## src/rtl/estg_pkg.sv

```systemverilog
`default_nettype none

package estg_pkg;

  // Register and field widths.
  localparam int STEP_W   = 23;
  localparam int TOTAL_W  = 21;
  localparam int FADE_W   = 12;
  localparam int AMP_W    = 15;
  localparam int MAG_W    = 15;
  localparam int SAMPLE_W = 16;

  localparam int CFG_INDEX_W = 2;
  localparam int CFG_DATA_W  = 23;

  // Register values after reset.
  localparam logic [STEP_W-1:0]  PHASE_STEP_RESET    = 23'd669568;
  localparam logic [TOTAL_W-1:0] TOTAL_SAMPLES_RESET = 21'd1984;
  localparam logic [FADE_W-1:0]  FADE_SAMPLES_RESET  = 12'd110;
  localparam logic [AMP_W-1:0]   AMPLITUDE_RESET     = 15'd19660;

  // Envelope divider: the quotient is built a few bits per pipeline stage.
  localparam int DIV_STAGES    = 5;
  localparam int DIV_STEP_BITS = 3;
  localparam int QUOT_W        = DIV_STAGES * DIV_STEP_BITS;

  // Envelope value of one in Q1.15.
  localparam logic [QUOT_W:0] ENV_ONE = 16'h8000;

  // Pi over two in Q30, used to build the quarter-wave table.
  localparam longint unsigned HALF_PI_Q30 = 64'd1686629713;

  typedef enum logic [CFG_INDEX_W-1:0] {
    REG_PHASE_STEP    = 2'd0,
    REG_TOTAL_SAMPLES = 2'd1,
    REG_FADE_SAMPLES  = 2'd2,
    REG_AMPLITUDE     = 2'd3
  } cfg_reg_t;

  typedef struct packed {
    logic env_full;
    logic beyond;
    logic last;
  } flags_t;

  typedef struct packed {
    logic [MAG_W-1:0] mag;
    logic             neg;
    flags_t           flags;
  } side_t;

  // One entry of the quarter-wave table: round(32767 * sin(j*pi/(2Q))) by a
  // seven-term Taylor series in Q30. Only evaluated when the design is built.
  // The divisors are the factorial ratios (2k)(2k+1) for k from one to six.
  function automatic logic [MAG_W-1:0] quarter_entry(input int unsigned j,
                                                     input int unsigned tb);
    longint unsigned jj;
    longint unsigned x;
    longint unsigned x2;
    longint unsigned term;
    longint unsigned sum;
    longint unsigned v;
    jj = j;
    x = (jj * HALF_PI_Q30) >> (tb - 2);
    x2 = (x * x) >> 30;
    term = x;
    sum = x;
    term = ((term * x2) >> 30) / 64'd6;
    sum = sum - term;
    term = ((term * x2) >> 30) / 64'd20;
    sum = sum + term;
    term = ((term * x2) >> 30) / 64'd42;
    sum = sum - term;
    term = ((term * x2) >> 30) / 64'd72;
    sum = sum + term;
    term = ((term * x2) >> 30) / 64'd110;
    sum = sum - term;
    term = ((term * x2) >> 30) / 64'd156;
    sum = sum + term;
    v = (sum * 64'd32767 + (64'd1 << 29)) >> 30;
    if (v > 64'd32767) begin
      v = 64'd32767;
    end
    return v[MAG_W-1:0];
  endfunction

endpackage

`default_nettype wire

```

## src/rtl/estg_front.sv

```systemverilog
`default_nettype none

module estg_front #(
  parameter int INDEX_BITS      = 21,
  parameter int PHASE_BITS      = 24,
  parameter int SINE_TABLE_BITS = 10
) (
  input  wire                           clk,
  input  wire                           rst,
  input  wire                           req_valid,
  input  wire  [INDEX_BITS-1:0]         req_index,
  input  wire  [estg_pkg::STEP_W-1:0]   phase_step,
  input  wire  [estg_pkg::TOTAL_W-1:0]  total_samples,
  input  wire  [estg_pkg::FADE_W-1:0]   fade,
  output logic                          addr_valid,
  output logic [SINE_TABLE_BITS-1:0]    addr,
  output logic [estg_pkg::FADE_W-1:0]   numer,
  output estg_pkg::flags_t              flags
);

  import estg_pkg::*;

  localparam int IW     = (INDEX_BITS > TOTAL_W) ? INDEX_BITS : TOTAL_W;
  localparam int PROD_W = INDEX_BITS + STEP_W;

  logic [PROD_W-1:0] phase_prod;
  logic [IW-1:0]     idx_z;
  logic [IW-1:0]     total_z;
  logic [IW-1:0]     remaining;
  logic              attack;
  logic              release_zone;
  logic              beyond;
  logic              last;

  assign phase_prod = PROD_W'(req_index) * PROD_W'(phase_step);

  assign idx_z     = IW'(req_index);
  assign total_z   = IW'(total_samples);
  assign remaining = total_z - idx_z;

  assign beyond = idx_z >= total_z;
  assign last   = ({1'b0, idx_z} + (IW + 1)'(1)) == {1'b0, total_z};
  assign attack = idx_z < IW'(fade);
  // Inside the release ramp when index + fade passes the total length.
  assign release_zone = ({1'b0, idx_z} + (IW + 1)'(fade)) > {1'b0, total_z};

  always_ff @(posedge clk) begin
    if (rst) begin
      addr_valid <= 1'b0;
    end else begin
      addr_valid <= req_valid;
    end
  end

  // Both numerators stay below the fade length whenever they are used.
  always_ff @(posedge clk) begin
    addr           <= phase_prod[PHASE_BITS-1 -: SINE_TABLE_BITS];
    numer          <= attack ? idx_z[FADE_W-1:0] : remaining[FADE_W-1:0];
    flags.env_full <= !attack && !release_zone;
    flags.beyond   <= beyond;
    flags.last     <= last;
  end

endmodule

`default_nettype wire

```

## src/rtl/estg_sine.sv

```systemverilog
`default_nettype none

module estg_sine #(
  parameter int SINE_TABLE_BITS = 10
) (
  input  wire                          clk,
  input  wire                          rst,
  input  wire                          addr_valid,
  input  wire  [SINE_TABLE_BITS-1:0]   addr,
  input  wire  [estg_pkg::FADE_W-1:0]  numer,
  input  estg_pkg::flags_t             flags,
  output logic                         mag_valid,
  output logic [estg_pkg::FADE_W-1:0]  mag_numer,
  output estg_pkg::side_t              side
);

  import estg_pkg::*;

  localparam int QSIZE = 1 << (SINE_TABLE_BITS - 2);
  localparam logic [SINE_TABLE_BITS-2:0] QSIZE_K = (SINE_TABLE_BITS - 1)'(QSIZE);
  localparam logic [MAG_W-1:0] PEAK_ENTRY = quarter_entry(QSIZE, SINE_TABLE_BITS);

  logic [MAG_W-1:0]           rom [QSIZE];
  logic [1:0]                 quad;
  logic [SINE_TABLE_BITS-3:0] off;
  logic [SINE_TABLE_BITS-2:0] kk;

  for (genvar j = 0; j < QSIZE; j++) begin : g_rom
    localparam logic [MAG_W-1:0] ENTRY = quarter_entry(j, SINE_TABLE_BITS);
    assign rom[j] = ENTRY;
  end

  assign quad = addr[SINE_TABLE_BITS-1 -: 2];
  assign off  = addr[SINE_TABLE_BITS-3:0];
  // Odd quadrants read the table backwards; an offset of zero there lands on
  // the peak, which lies one past the stored entries.
  assign kk   = quad[0] ? (QSIZE_K - {1'b0, off}) : {1'b0, off};

  always_ff @(posedge clk) begin
    if (rst) begin
      mag_valid <= 1'b0;
    end else begin
      mag_valid <= addr_valid;
    end
  end

  always_ff @(posedge clk) begin
    side.mag   <= kk[SINE_TABLE_BITS-2] ? PEAK_ENTRY : rom[kk[SINE_TABLE_BITS-3:0]];
    side.neg   <= quad[1];
    side.flags <= flags;
    mag_numer  <= numer;
  end

endmodule

`default_nettype wire

```

## src/rtl/estg_div.sv

```systemverilog
`default_nettype none

module estg_div (
  input  wire                          clk,
  input  wire                          rst,
  input  wire                          numer_valid,
  input  wire  [estg_pkg::FADE_W-1:0]  numer,
  input  wire  [estg_pkg::FADE_W-1:0]  divisor,
  input  estg_pkg::side_t              numer_side,
  output logic                         quot_valid,
  output logic [estg_pkg::QUOT_W-1:0]  quot,
  output estg_pkg::side_t              quot_side
);

  import estg_pkg::*;

  // Restoring division of numer * 2^15 by the divisor. The numerator is
  // below the divisor whenever the quotient is used, so it then fits in fifteen bits and the
  // partial remainder never needs more than the divisor's width.
  logic              stage_valid [DIV_STAGES];
  logic [QUOT_W-1:0] stage_quot  [DIV_STAGES];
  side_t             stage_side  [DIV_STAGES];
  logic [FADE_W-1:0] stage_rem   [DIV_STAGES-1];

  for (genvar s = 0; s < DIV_STAGES; s++) begin : g_stage
    logic              v_in;
    logic [FADE_W-1:0] r_in;
    logic [QUOT_W-1:0] q_in;
    side_t             side_in;
    logic [FADE_W-1:0] r_next;
    logic [QUOT_W-1:0] q_next;

    if (s == 0) begin : g_first
      assign v_in    = numer_valid;
      assign r_in    = numer;
      assign q_in    = '0;
      assign side_in = numer_side;
    end else begin : g_rest
      assign v_in    = stage_valid[s-1];
      assign r_in    = stage_rem[s-1];
      assign q_in    = stage_quot[s-1];
      assign side_in = stage_side[s-1];
    end

    always_comb begin
      logic [FADE_W:0] t;
      r_next = r_in;
      q_next = q_in;
      for (int b = 0; b < DIV_STEP_BITS; b++) begin
        t = {r_next, 1'b0};
        if (t >= {1'b0, divisor}) begin
          r_next = FADE_W'(t - {1'b0, divisor});
          q_next = {q_next[QUOT_W-2:0], 1'b1};
        end else begin
          r_next = t[FADE_W-1:0];
          q_next = {q_next[QUOT_W-2:0], 1'b0};
        end
      end
    end

    always_ff @(posedge clk) begin
      if (rst) begin
        stage_valid[s] <= 1'b0;
      end else begin
        stage_valid[s] <= v_in;
      end
    end

    always_ff @(posedge clk) begin
      stage_quot[s] <= q_next;
      stage_side[s] <= side_in;
    end

    // The last stage has no use for the remainder.
    if (s < DIV_STAGES - 1) begin : g_rem
      always_ff @(posedge clk) begin
        stage_rem[s] <= r_next;
      end
    end
  end

  assign quot_valid = stage_valid[DIV_STAGES-1];
  assign quot       = stage_quot[DIV_STAGES-1];
  assign quot_side  = stage_side[DIV_STAGES-1];

endmodule

`default_nettype wire

```

## src/rtl/estg_scale.sv

```systemverilog
`default_nettype none

module estg_scale (
  input  wire                          clk,
  input  wire                          rst,
  input  wire                          quot_valid,
  input  wire  [estg_pkg::QUOT_W-1:0]  quot,
  input  estg_pkg::side_t              quot_side,
  input  wire  [estg_pkg::AMP_W-1:0]   amplitude,
  output logic                         level_valid,
  output logic [estg_pkg::MAG_W-1:0]   level,
  output estg_pkg::side_t              level_side
);

  import estg_pkg::*;

  localparam int P1_W = MAG_W + QUOT_W + 1;
  localparam int P2_W = MAG_W + AMP_W;

  logic [QUOT_W:0]   env;
  logic [P1_W-1:0]   prod_env;
  logic [P2_W-1:0]   prod_amp;
  logic              env_valid;
  logic [MAG_W-1:0]  env_mag;
  side_t             env_side;

  assign env      = quot_side.flags.env_full ? ENV_ONE : {1'b0, quot};
  assign prod_env = P1_W'(quot_side.mag) * P1_W'(env);
  assign prod_amp = P2_W'(env_mag) * P2_W'(amplitude);

  always_ff @(posedge clk) begin
    if (rst) begin
      env_valid   <= 1'b0;
      level_valid <= 1'b0;
    end else begin
      env_valid   <= quot_valid;
      level_valid <= env_valid;
    end
  end

  // Both products are shifted down by fifteen; neither result exceeds 32767.
  always_ff @(posedge clk) begin
    env_mag    <= prod_env[15 +: MAG_W];
    env_side   <= quot_side;
    level      <= prod_amp[15 +: MAG_W];
    level_side <= env_side;
  end

endmodule

`default_nettype wire

```

## src/rtl/enveloped_sine_tone_generator.sv

```systemverilog
// Sine tone generator with a linear attack and release envelope. Each word
// on sample_index, taken when start is high and busy is low, yields exactly
// one word on sample, beyond_end and is_last, marked by done for a single
// cycle once the index has passed through the pipeline; a new index may
// be given in every cycle and busy never rises, since nothing inside can
// stall. The receiver cannot hold results off, so it must take each word in
// the cycle that done is high.
// The pipeline holds the envelope divider, five stages that each find
// three quotient bits, plus the input register, the phase multiply, the
// sine table read, the two scaling multiplies and the output register.
// The configuration channel accepts a write in every cycle; a register
// should be written only while no sample is in flight.

`default_nettype none

module enveloped_sine_tone_generator #(
  parameter int PHASE_BITS      = 24,
  parameter int SINE_TABLE_BITS = 10,
  parameter int INDEX_BITS      = 21
) (
  input  wire                                clk,
  input  wire                                rst,
  input  wire                                start,
  output logic                               busy,
  input  wire  [INDEX_BITS-1:0]              sample_index,
  output logic                               done,
  output logic signed [estg_pkg::SAMPLE_W-1:0] sample,
  output logic                               beyond_end,
  output logic                               is_last,
  input  wire                                cfg_valid,
  output logic                               cfg_ready,
  input  wire  [estg_pkg::CFG_INDEX_W-1:0]   cfg_index,
  input  wire  [estg_pkg::CFG_DATA_W-1:0]    cfg_data
);

  import estg_pkg::*;

  localparam int LATENCY = DIV_STAGES + 6;

  logic [STEP_W-1:0]           phase_step;
  logic [TOTAL_W-1:0]          total_samples;
  logic [FADE_W-1:0]           fade_samples;
  logic [AMP_W-1:0]            amplitude;
  logic [FADE_W-1:0]           fade;

  logic                        req_valid;
  logic [INDEX_BITS-1:0]       req_index;

  logic                        addr_valid;
  logic [SINE_TABLE_BITS-1:0]  addr;
  logic [FADE_W-1:0]           numer;
  flags_t                      flags;

  logic                        mag_valid;
  logic [FADE_W-1:0]           mag_numer;
  side_t                       mag_side;

  logic                        quot_valid;
  logic [QUOT_W-1:0]           quot;
  side_t                       quot_side;

  logic                        level_valid;
  logic [MAG_W-1:0]            level;
  side_t                       level_side;
  logic [SAMPLE_W-1:0]         level_ext;

  assign busy      = 1'b0;
  assign cfg_ready = 1'b1;

  // A fade length of zero behaves as one.
  assign fade = (fade_samples == '0) ? FADE_W'(1) : fade_samples;

  always_ff @(posedge clk) begin
    if (rst) begin
      phase_step    <= PHASE_STEP_RESET;
      total_samples <= TOTAL_SAMPLES_RESET;
      fade_samples  <= FADE_SAMPLES_RESET;
      amplitude     <= AMPLITUDE_RESET;
    end else if (cfg_valid && cfg_ready) begin
      unique case (cfg_reg_t'(cfg_index))
        REG_PHASE_STEP:    phase_step    <= cfg_data[STEP_W-1:0];
        REG_TOTAL_SAMPLES: total_samples <= cfg_data[TOTAL_W-1:0];
        REG_FADE_SAMPLES:  fade_samples  <= cfg_data[FADE_W-1:0];
        REG_AMPLITUDE:     amplitude     <= cfg_data[AMP_W-1:0];
        default: ;
      endcase
    end
  end

  always_ff @(posedge clk) begin
    if (rst) begin
      req_valid <= 1'b0;
    end else begin
      req_valid <= start && !busy;
    end
  end

  always_ff @(posedge clk) begin
    req_index <= sample_index;
  end

  estg_front #(
    .INDEX_BITS      (INDEX_BITS),
    .PHASE_BITS      (PHASE_BITS),
    .SINE_TABLE_BITS (SINE_TABLE_BITS)
  ) u_front (
    .clk           (clk),
    .rst           (rst),
    .req_valid     (req_valid),
    .req_index     (req_index),
    .phase_step    (phase_step),
    .total_samples (total_samples),
    .fade          (fade),
    .addr_valid    (addr_valid),
    .addr          (addr),
    .numer         (numer),
    .flags         (flags)
  );

  estg_sine #(
    .SINE_TABLE_BITS (SINE_TABLE_BITS)
  ) u_sine (
    .clk        (clk),
    .rst        (rst),
    .addr_valid (addr_valid),
    .addr       (addr),
    .numer      (numer),
    .flags      (flags),
    .mag_valid  (mag_valid),
    .mag_numer  (mag_numer),
    .side       (mag_side)
  );

  estg_div u_div (
    .clk         (clk),
    .rst         (rst),
    .numer_valid (mag_valid),
    .numer       (mag_numer),
    .divisor     (fade),
    .numer_side  (mag_side),
    .quot_valid  (quot_valid),
    .quot        (quot),
    .quot_side   (quot_side)
  );

  estg_scale u_scale (
    .clk         (clk),
    .rst         (rst),
    .quot_valid  (quot_valid),
    .quot        (quot),
    .quot_side   (quot_side),
    .amplitude   (amplitude),
    .level_valid (level_valid),
    .level       (level),
    .level_side  (level_side)
  );

  assign level_ext = {1'b0, level};

  always_ff @(posedge clk) begin
    if (rst) begin
      done <= 1'b0;
    end else begin
      done <= level_valid;
    end
  end

  always_ff @(posedge clk) begin
    if (level_side.flags.beyond) begin
      sample <= '0;
    end else if (level_side.neg) begin
      sample <= SAMPLE_W'(16'd0 - level_ext);
    end else begin
      sample <= level_ext;
    end
    beyond_end <= level_side.flags.beyond;
    is_last    <= level_side.flags.last;
  end

  // Every accepted index produces its word after the fixed latency.
  a_word_follows: assert property (@(posedge clk) disable iff (rst)
    (start && !busy) |-> ##LATENCY done)
    else $error("accepted index produced no word after the pipeline latency");

  // No word appears without an index accepted the latency earlier.
  a_no_spurious: assert property (@(posedge clk) disable iff (rst)
    done |-> $past(start && !busy, LATENCY))
    else $error("word delivered without a matching accepted index");

  // Past the end the sample is silent and the last flag stays low.
  a_beyond_silent: assert property (@(posedge clk) disable iff (rst)
    (done && beyond_end) |-> (sample == '0 && !is_last))
    else $error("beyond-end word carries a sample or a last flag");

endmodule

`default_nettype wire

```

## config.mk

```make
export PLATFORM = sky130hd
export DESIGN_NAME = enveloped_sine_tone_generator
export DESIGN_NICKNAME = d
export VERILOG_FILES = /design/src/rtl/estg_pkg.sv /design/src/rtl/estg_front.sv /design/src/rtl/estg_sine.sv /design/src/rtl/estg_div.sv /design/src/rtl/estg_scale.sv /design/src/rtl/enveloped_sine_tone_generator.sv
export SDC_FILE = /design/constraint.sdc
export NUM_CORES = 2
export LEC_CHECK = 0
export BUFFER_PORTS_ARGS = -buffer_cell sky130_fd_sc_hd__buf_2
export CAP_MARGIN = 25
export CORE_MARGIN = 8
export CORE_UTILIZATION = 36
export DETAILED_ROUTE_END_ITERATION = 10
export GPL_TIMING_DRIVEN = 0
export PLACE_DENSITY = 0.47
export SLEW_MARGIN = 10
export SYNTH_ARGS = -nofsm -noshare
export SYNTH_HDL_FRONTEND = slang
export SYNTH_SLANG_ARGS = --single-unit
```

## constraint.sdc

```tcl
create_clock -name clk -period 10.2 [get_ports clk]
set_clock_uncertainty 0.2 [all_clocks]
set_input_delay 1.53 -clock clk [delete_from_list [all_inputs] [get_ports clk]]
set_output_delay 1.53 -clock clk [all_outputs]
set_load 0.02 [all_outputs]
```

==> metrics.txt <==
GPL Wtd Cong 1.00; largest net degree at the start of global routing 19; status completed; DRT Wirelength about 170,000 um; Final Worst Setup Slack between 0.4 and 0.5 ns; WHS Endpoint u_div.stage_side[0][78]; GR Util All Layers 23.2%; first-pass GRT wire length 264,000 um; hold path cells 0; max_slew headroom between 20% and 30%; TritonCTS clock tree built; Bufs on Longest Clock Path 3; Worst path slowest cell or4_4; Setup CP Type register to register; DRC Markers 0; vias in the first global route 42,500; initial antenna violation count 3; die width 383 um; Synth async-reset ratio 0%; Ys Warns 0; synthesized flop and latch total 401; setup violators final 0; Die Footprint 147,000 um2; DRT Pass-1 Iters 6; total CTS buffers 47; FMAX 0.102 GHz; DR vias/cell about 5.4; Worst-Margin Slew 1.10 ns; pre-CTS WS -1.55 ns; clock root cell clkbuf_16; 1st-iter DRT viols just over 3,000; DR WL met3 9960 um; worst hold path class register to register; post-DP HPWL 136,000 um; Final Critical Period 9.78 ns; maxcap violations 0; Fill cells 14,100; RR Startpoint fade_samples[3]; type of origin of the critical path register; core area 135,000 um2; Post-Syn Instances 5,707; total grt overflow 0; R2R Setup Slk 0.42 ns; clock-pin transition on the worst setup and hold timing paths around 0.060 ns; Mapped Area 48,600 um2; # rows 135; DR WL met2 79,900 um; fin. max-slew vios 0; final cycle utilization of the critical path 95.9%; nets@finish approximately 7,000; DR vias 41,400; final core occ 39.4%; Net Count, Synth 6,836; worst path required time 10.49 ns; Final Hold Fails 0; slowest stage delay, CP 0.64 ns; area added between synthesis and finish 9.39%; CP Max Fanout 16; ratio of cells with drive above 1 in the final layout 5.46%; critical path endpoint category register; reg2reg end u_div.stage_rem[3][9]; H-Tree Depth 2; Most common cell on crit path ha_1; data arrival time at the worst-slack endpoint 10.07 ns; EDFF count, synth 0; Clk Latency, worst-skew pair 0.63 ns; # clock sinks 401; synthesized area per cell 8.51 um2; hold path start u_div.stage_side[0][59]; Worst R2R Path Depth 36; I/O Buffers 67; antenna-violating nets left 0; register area share after synthesis 16.5%; Initial Utilization 36.1%; WL per Instance 22.5 um; die height 383 um; Cell variety after synth 94; Post-synth top flop dfxtp_1; M1 wire length 75,700 um; Max Used Layer met5; I/O pin count 71
[per-stage QoR]
stage               hold slack [ns]  instances  instance area [um2]  TNS [ns]
finish                        0.121       7660                53200         0
global route                  0.113       7659                53200    -0.124
CTS                           0.115       7655                53100         0
detailed placement            0.112       7568                51400    -48.16
global placement              0.110       7555                51200    -44.02
floorplan                     0.110       5707                48600         0
[worst max-delay path: cells and delay by family (launching register included)]
kind / cells / cell delay [ns]
AO/OA/AOI/OAI: 16 / 4.17
buffers and inverters: 12 / 2.47
AND/OR/NAND/NOR: 4 / 1.27
adder cells (fa/ha/maj): 3 / 0.99
flip-flops: 1 / 0.39
multiplexers: 1 / 0.14
[what timing repair did]
action,CTS,global route
hold buffers,0,0
pin swaps,0,3
resized for setup,15,19
setup endpoints to repair,51,36
buffers inserted,0,1
[cell usage in the layout, fill, tap and decap left out, types with 44 or more instances in the layout]
cell type  count
fa_1         562
a31oi_1       44
a21oi_1      290
nand3_1       80
xnor2_1      183
clkbuf_16     47
nor3_1        77
a21o_1        82
nand2_1      845
nor2_1       225
o21ai_0      218
inv_1        698
ha_1         517
mux2_2        62
xor2_1        99
and2_1       281
clkbuf_1     255
o211ai_1      46
buf_2         78
a211oi_1      49
dfxtp_1      401
nor2b_1       55
[synthesized netlist by cell type (21+ instances only)]
master	instances	share of area, %
mux2i_1	38	0.78
nor2b_1	55	0.71
a21o_1	82	1.3
o221ai_1	25	0.45
o31ai_1	24	0.37
nor4_1	21	0.27
a31oi_1	44	0.57
nand4_1	26	0.33
fa_1	562	23
buf_1	26	0.20
o21bai_1	21	0.32
nand2b_1	31	0.40
ha_1	517	13
nand3_1	80	0.82
o21a_1	42	0.65
inv_1	698	5.4
nor2_1	225	1.7
o21ai_0	219	2.3
and2_1	281	3.6
a211oi_1	52	0.80
nand2_1	846	6.5
nand3b_1	31	0.48
dfxtp_1	401	17
xor2_1	99	1.8
clkbuf_1	253	2.0
a21oi_1	293	3.0
xnor2_1	184	3.3
o211ai_1	46	0.71
nor3_1	79	0.81
or3_1	25	0.32
mux2_2	62	1.4
[layout make-up]
| class | count | area [um2] | area share [%] |
|---|---|---|---|
| Clock buffer | 61 | 1290 | 2.42 |
| Sequential cell | 401 | 8030 | 15.1 |
| Clock inverter | 26 | 359 | 0.676 |
| Multi-Input combinational cell | 4306 | 36900 | 69.4 |
| Timing Repair Buffer | 85 | 557 | 1.05 |
| Tap cell | 1781 | 2230 | 4.19 |
| Inverter | 706 | 2650 | 4.99 |
| Antenna cell | 1 | 2.50 | 0.00471 |
| Buffer | 293 | 1170 | 2.20 |
[cells by family after synthesis]
logic type,Yosys count,synth area share [%]
xor+xnor,283,5.10
simple gates,1766,17.1
fa+ha+maj,1079,36.5
buf+inv,1000,7.83
mux,115,2.71
other cells,2,0.0155
flops,401,16.5
compound gates,1061,14.3
[how the worst max path moves through the flow]
stage,startpoint,to,slack [ns]
5_1_grt,fade_samples[3],u_div.stage_rem[3][10],-0.06
3_3_place_gp,fade_samples[1],u_div.stage_rem[3][8],-1.47
2_1_floorplan,fade_samples[3],u_div.stage_rem[3][3],1.85
4_1_cts,fade_samples[3],u_div.stage_rem[2][9],0.007
3_5_place_dp,fade_samples[1],u_div.stage_rem[3][8],-1.55
6_report,fade_samples[3],u_div.stage_rem[3][9],0.42
[layer usage]
layer / up-vias / global-route usage (%)
met4: 2 / 8.38
li1: 19200 / -
met2: 1331 / 38.8
met5: - / 0
met1: 20500 / 30.5
met3: 372 / 3.26
[flip-flops by register name, summed over array words and instances, names as in the netlist, 5 cells and up]
| register | flops |
|---|---|
| u_div.stage_side | 95 |
| u_div.stage_rem | 48 |
| u_div.stage_quot | 45 |
| phase_step | 23 |
| req_index | 21 |
| total_samples | 21 |
| u_sine.side | 19 |
| sample | 16 |
| amplitude | 15 |
| u_scale.env_mag | 15 |
| u_scale.level | 15 |
| fade_samples | 12 |
| u_front.numer | 12 |
| u_sine.mag_numer | 12 |
| u_front.addr | 10 |
| u_div.stage_valid | 5 |
Power is not shown: default switching activity piles up to over one toggle a cycle in this logic, so the estimate is an artifact.
